[src/design/fpg_divider.sv]
// ---------------------------------------------------------------------------
// fpg_divider
// Pipelined restoring divider: one quotient bit per stage.
// ---------------------------------------------------------------------------
module fpg_divider #(
  parameter int NumW = 26,
  parameter int DenW = 17,
  parameter int TagW = 8
) (
  input  logic            clk,
  input  logic            rst,
  input  logic            adv,
  input  logic            in_valid,
  input  logic [NumW-1:0] num,
  input  logic [DenW-1:0] den,
  input  logic [TagW-1:0] in_tag,
  output logic            out_valid,
  output logic [NumW-1:0] quot,
  output logic [TagW-1:0] out_tag
);
  logic            v   [NumW+1];
  logic [NumW-1:0] q   [NumW+1];
  logic [DenW:0]   rem [NumW+1];
  logic [DenW-1:0] d   [NumW+1];
  logic [TagW-1:0] tg  [NumW+1];

  assign v[0]   = in_valid;
  assign q[0]   = num;
  assign rem[0] = '0;
  assign d[0]   = den;
  assign tg[0]  = in_tag;

  for (genvar k = 0; k < NumW; k++) begin : g_st
    logic [DenW+1:0] trial;
    logic [DenW:0]   shifted;
    assign shifted = {rem[k][DenW-1:0], q[k][NumW-1]};
    assign trial   = {1'b0, shifted} - {2'b00, d[k]};
    always_ff @(posedge clk) begin
      if (rst) begin
        v[k+1] <= 1'b0;
      end else if (adv) begin
        v[k+1] <= v[k];
      end
    end
    always_ff @(posedge clk) begin
      if (adv) begin
        rem[k+1] <= trial[DenW+1] ? shifted : trial[DenW:0];
        q[k+1]   <= {q[k][NumW-2:0], ~trial[DenW+1]};
        d[k+1]   <= d[k];
        tg[k+1]  <= tg[k];
      end
    end
  end

  assign out_valid = v[NumW];
  assign quot      = q[NumW];
  assign out_tag   = tg[NumW];
endmodule

[config.mk]
export PLATFORM = sky130hd
export DESIGN_NAME = fpg_divider
export DESIGN_NICKNAME = d
export VERILOG_FILES = /design/src/design/fpg_divider.sv
export SDC_FILE = /design/constraint.sdc
export NUM_CORES = 2
export LEC_CHECK = 0
export BUFFER_PORTS_ARGS = -buffer_cell sky130_fd_sc_hd__buf_4
export CORE_MARGIN = 3
export CORE_UTILIZATION = 63
export CTS_CLUSTER_DIAMETER = 120
export DETAILED_ROUTE_END_ITERATION = 6
export PLACE_DENSITY_LB_ADDON = 0.1
export SETUP_SLACK_MARGIN = 0.02
export SYNTH_ARGS = -nofsm -noshare
export SYNTH_HDL_FRONTEND = slang
export SYNTH_SLANG_ARGS = --single-unit
export TNS_END_PERCENT = 20
[constraint.sdc]
create_clock -name clk -period 3.86 [get_ports clk]
set_input_delay 1.158 -clock clk [delete_from_list [all_inputs] [get_ports clk]]
set_output_delay 1.158 -clock clk [all_outputs]
set_load 0.03 [all_outputs]
Word-level counts from Yosys, hierarchy flattened:

Index checks and enable logic that the tools add are counted.

* output and inout port bits: 35
* logic and storage cells: 206
* bits of input ports: 55
* flip-flop bits (word level): 1760

* muxes and demuxes: 25
* bitwise logic cells: 26
* add/subtract/negate cells: 26

Operators with widths (number)
* 18-bit by 17-bit subtractor with 19-bit output: 25
* 17-bit 2-to-1 mux: 24
* 1-bit NOT: 26
* 1-bit by 17-bit subtractor with 18-bit output: 1
* 1-bit 2-to-1 mux: 1

Logic depth before layout (Yosys ltp):

* depth in word-level cells: 2
* depth in mapped cells: 13
* depth with buffers taken out: 12

Least setup slack after synthesis:

OpenSTA, ideal clock, no wires.

* path kind: register to register
* start: register q, in the netlist g_st[9].shifted[0]
* end: register rem, in the netlist g_st[10].shifted[10], data pin
* path buffers: 1
* setup slack: 0.834 ns
* cell stages (with the launch flop): 13
* data arrival time: 2.766 ns
* clock period less this slack: 3.026 ns
* required time: 3.600 ns
* library setup time: 0.260 ns
* cell sequence: edfxtp_1 -> inv_1 -> ha_1 -> inv_1 -> fa_1 -> a211oi_2 -> o21bai_1 -> a21oi_1 -> o21ai_2 -> o311a_4 -> nor3_4 -> buf_12 -> mux2_4

* cells in the longest elaborated chain, start to end: 2

RTL lines
* start, declared: RTL line 22 `logic [NumW-1:0] q [NumW+1];`
* start signal, assigned by index: RTL line 48 `q[k+1] <= {q[k][NumW-2:0], ~trial[DenW+1]};`
* 18-bit by 17-bit subtractor with 19-bit output: RTL line 37 `assign trial = {1'b0, shifted} - {2'b00, d[k]};`
* 17-bit 2-to-1 mux: RTL line 47 `rem[k+1] <= trial[DenW+1] ? shifted : trial[DenW:0];`
* end signal, assigned by index: RTL line 47
* end, declared: RTL line 23 `logic [DenW:0] rem [NumW+1];`

No other way between the ends.
A chain may end at the register's enable or synchronous reset.

Worst setup path in the final report:

* start: register d[374] (netlist bit)
* end: register rem, in the netlist g_st[5].shifted[10], data pin

* cells in the longest elaborated chain, start to end: 2

RTL lines
* start, declared: RTL line 24 `logic [DenW-1:0] d [NumW+1];`
* start signal, assigned by index: RTL line 49 `d[k+1] <= d[k];`
* 18-bit by 17-bit subtractor with 19-bit output: RTL line 37
* 17-bit 2-to-1 mux: RTL line 47

No other way between the ends.

==> flow_metrics.env <==
export IMPL_total_leakage_power_nw=34.2
export IMPL_ctsResizeCount=0
export IMPL_cts_tree="done"
export IMPL_nets=6358
export IMPL_worst_pin_slew_ns=1.07
export IMPL_cts_root_buf="clkbuf_16"
export IMPL_finalCriticalPeriod_ns=3.36
export IMPL_layout_drive_gt1_share=0.116
export IMPL_ir_drop_mv=0.564
export IMPL_critPathMaxFanout=25
export IMPL_numCtsBuffers=176
export IMPL_area_growth_pct=11.3
export IMPL_yosys_warnings=0
export IMPL_wl_um=139000
export IMPL_die_w_um=360
export IMPL_hold_buffers=0
export IMPL_register_area_um2=52600
export IMPL_hold_violations=0
export IMPL_synthArstFlopShare=0
export IMPL_syn_instance_count=5620
export IMPL_critical_path_arrival_ns=3.91
export IMPL_instances_no_fill=7640
export IMPL_drt_iter0_drc=3617
export IMPL_port_buffers=89
export IMPL_ys_ff_latch=1760
export IMPL_coreArea_um2=124000
export IMPL_clock_sinks=1760
export IMPL_gp_congestion=0.862
export IMPL_grt_util_all_layers=0.216
export IMPL_rsz0062_at_grt="no"
export IMPL_pre_cts_ws_ns=0.507
export IMPL_grt_start_max_net_pins=108
export IMPL_multi_input_area_um2=23500
export IMPL_grt_pass1_wl_um=225000
export IMPL_cts_setup_buffers=0
export IMPL_fin_area_um2=87800
export IMPL_antenna_cells=0
export IMPL_worstPathRequired_ns=4.41
export IMPL_dieHeight_um=360
export IMPL_p_per_area_nw_per_um2=772
export IMPL_drv_slew=0
export IMPL_routed_via_density=5.72
export IMPL_yosysSeqAreaShare=0.667
export IMPL_status="finished clean"
export IMPL_fillerInstances=8254
export IMPL_gr_total_overflow=0
export IMPL_clock_fmax_ghz=0.297
export IMPL_cpPeakStageDelay_ns=0.83
export IMPL_synthDistinctLibCells=103
export IMPL_start_kind="register"
export IMPL_vias=43729
export IMPL_critPathSlowestCell="o21ai_2"
export IMPL_clk_path_buf_depth=3
export IMPL_initial_core_util=0.636
export IMPL_skew_ns=0.0232
export IMPL_hold_class="register to register"
export IMPL_place_area_um2=82000
export IMPL_worstSkewPairLatency_ns=0.80
export IMPL_io_pins=90
export IMPL_maxSlewHeadroom=0.286
export IMPL_syn_area_um2=78900
export IMPL_crit_type="register to register"
export IMPL_die_area_um2=130000
export IMPL_min_period_over_period=0.871
export IMPL_clkTransAtPathRegs_ns=0.06
export IMPL_finalSetupViolCount=0
export IMPL_ys_flop_type="edfxtp_1"
export IMPL_setup_slack_ns=0.496
export IMPL_post_dp_hpwl_um=96600
export IMPL_cap_viol_max_count=0
export IMPL_synth_edf_count=1734
export IMPL_timing_setup_tns_ns=0
export IMPL_drt_wirelength_per_cell_um=18.2
export IMPL_dp_cells=7312
export IMPL_cp_end_kind="register"
export IMPL_ant_nets=0
export IMPL_final_common_cell="edfxtp_1"
export IMPL_antenna_found_initial=2
export IMPL_synth_area_per_cell_um2=14.0
export IMPL_final_cell_mix="1734 x edfxtp_1, 556 x inv_1, 426 x ha_1"
export IMPL_drt_pass1_iterations=5
export IMPL_core_rowCount=129
export IMPL_grt_pass1_vias=42892
export IMPL_crit_path_cell_trace="ha_1 > inv_1 > fa_1 > a21o_1 > a221oi_1 > o211a_1 > o221a_2 > o21ai_2 > mux2_2"
export IMPL_htreeDepth=4
export IMPL_drc=0
sequential cells by signal (all words and copies together) (netlist names):
register and cells:
d 425, g_st.shifted 450, out_tag 8, out_valid 1
q 625, quot 26, tg 200, v 25
where the power goes:
part	switching, mW	internal (mW)	total (mW)	leakage (nW)
clock network	7.10	9.84	16.9	2.84
registers	2.07	25.9	28.0	17.2
logic	12.6	10.4	22.9	14.2
total	21.8	46.1	67.8	34.2
through the flow:
| stage | hold WS [ns] | utilization | total power [mW] |
|---|---|---|---|
| 2_1_floorplan | 0.400 | - | 45.3 |
| 3_3_place_gp | 0.400 | 0.661 | 50.3 |
| 3_5_place_dp | 0.405 | 0.661 | 50.8 |
| 4_1_cts | 0.410 | 0.709 | 68.2 |
| 5_1_grt | 0.416 | 0.709 | 72.1 |
| 6_report | 0.404 | 0.709 | 67.8 |
Yosys cell counts, drive strengths merged (52+ instances only):
library cell	instances	area (um2)
edfxtp	1734	52100
inv	559	2100
ha	426	5330
a21oi	376	1900
o21ai	309	1580
nand2	289	1080
nor2	269	1010
mux2	168	1940
xnor2	167	1460
a21o	134	1010
xor2	130	1140
nand3	74	370
buf	68	470
clkbuf	64	240
o21a	54	405
mux2i	52	521
routing by layer:
| metal | vias to the layer above | track usage | routed length (um) |
|---|---|---|---|
| li1 | 21389 | - | - |
| met1 | 20975 | 0.318 | 64700 |
| met2 | 1129 | 0.335 | 63100 |
| met3 | 236 | 0.0352 | 7600 |
| met4 | 0 | 0.0676 | 3480 |
| met5 | - | 0 | 0 |
worst max-delay path, delay by kind of cell (launching register included):
kind	cells	cell delay, ns
buffers and inverters	1	0.07
adders and majority gates	2	0.47
muxes	1	0.43
DFF	1	0.48
AOI/OAI and AO/OA	5	1.67
kinds of logic (layout without fill, tap and decap cells):
family | after synthesis | after routing | synth area share
flip-flops | 1760 | 1760 | 0.667
AO/OA/AOI/OAI | 1238 | 1238 | 0.102
AND/OR/NAND/NOR | 963 | 963 | 0.0581
buffers and inverters | 691 | 1068 | 0.0356
adder cells (fa/ha/maj) | 450 | 450 | 0.0736
XOR/XNOR | 297 | 297 | 0.0330
multiplexers | 220 | 220 | 0.0311
other | 1 | 7 | 0.0000475
path summary, 6_finish.rpt:
path	startpoint	end	slack (ns)	depth (start not counted)
worst max-delay path	d[374]	g_st[5].shifted[10]	0.50	9
worst max register to register	d[374]	g_st[5].shifted[10]	0.50	9
worst min-delay path	q[550]	q[525]	0.40	0
worst min register to register	q[550]	q[525]	0.40	0
layout make-up:
type                       instances  share of cell area
timing repair buffer             181              0.0197
clock buffer                     215              0.0523
multi-input combinational       3175               0.268
sequential                      1760               0.599
tap                             1637              0.0233
clock inverter                   113              0.0141
inverter                         559              0.0239
Power figures use the tool's default switching activity.
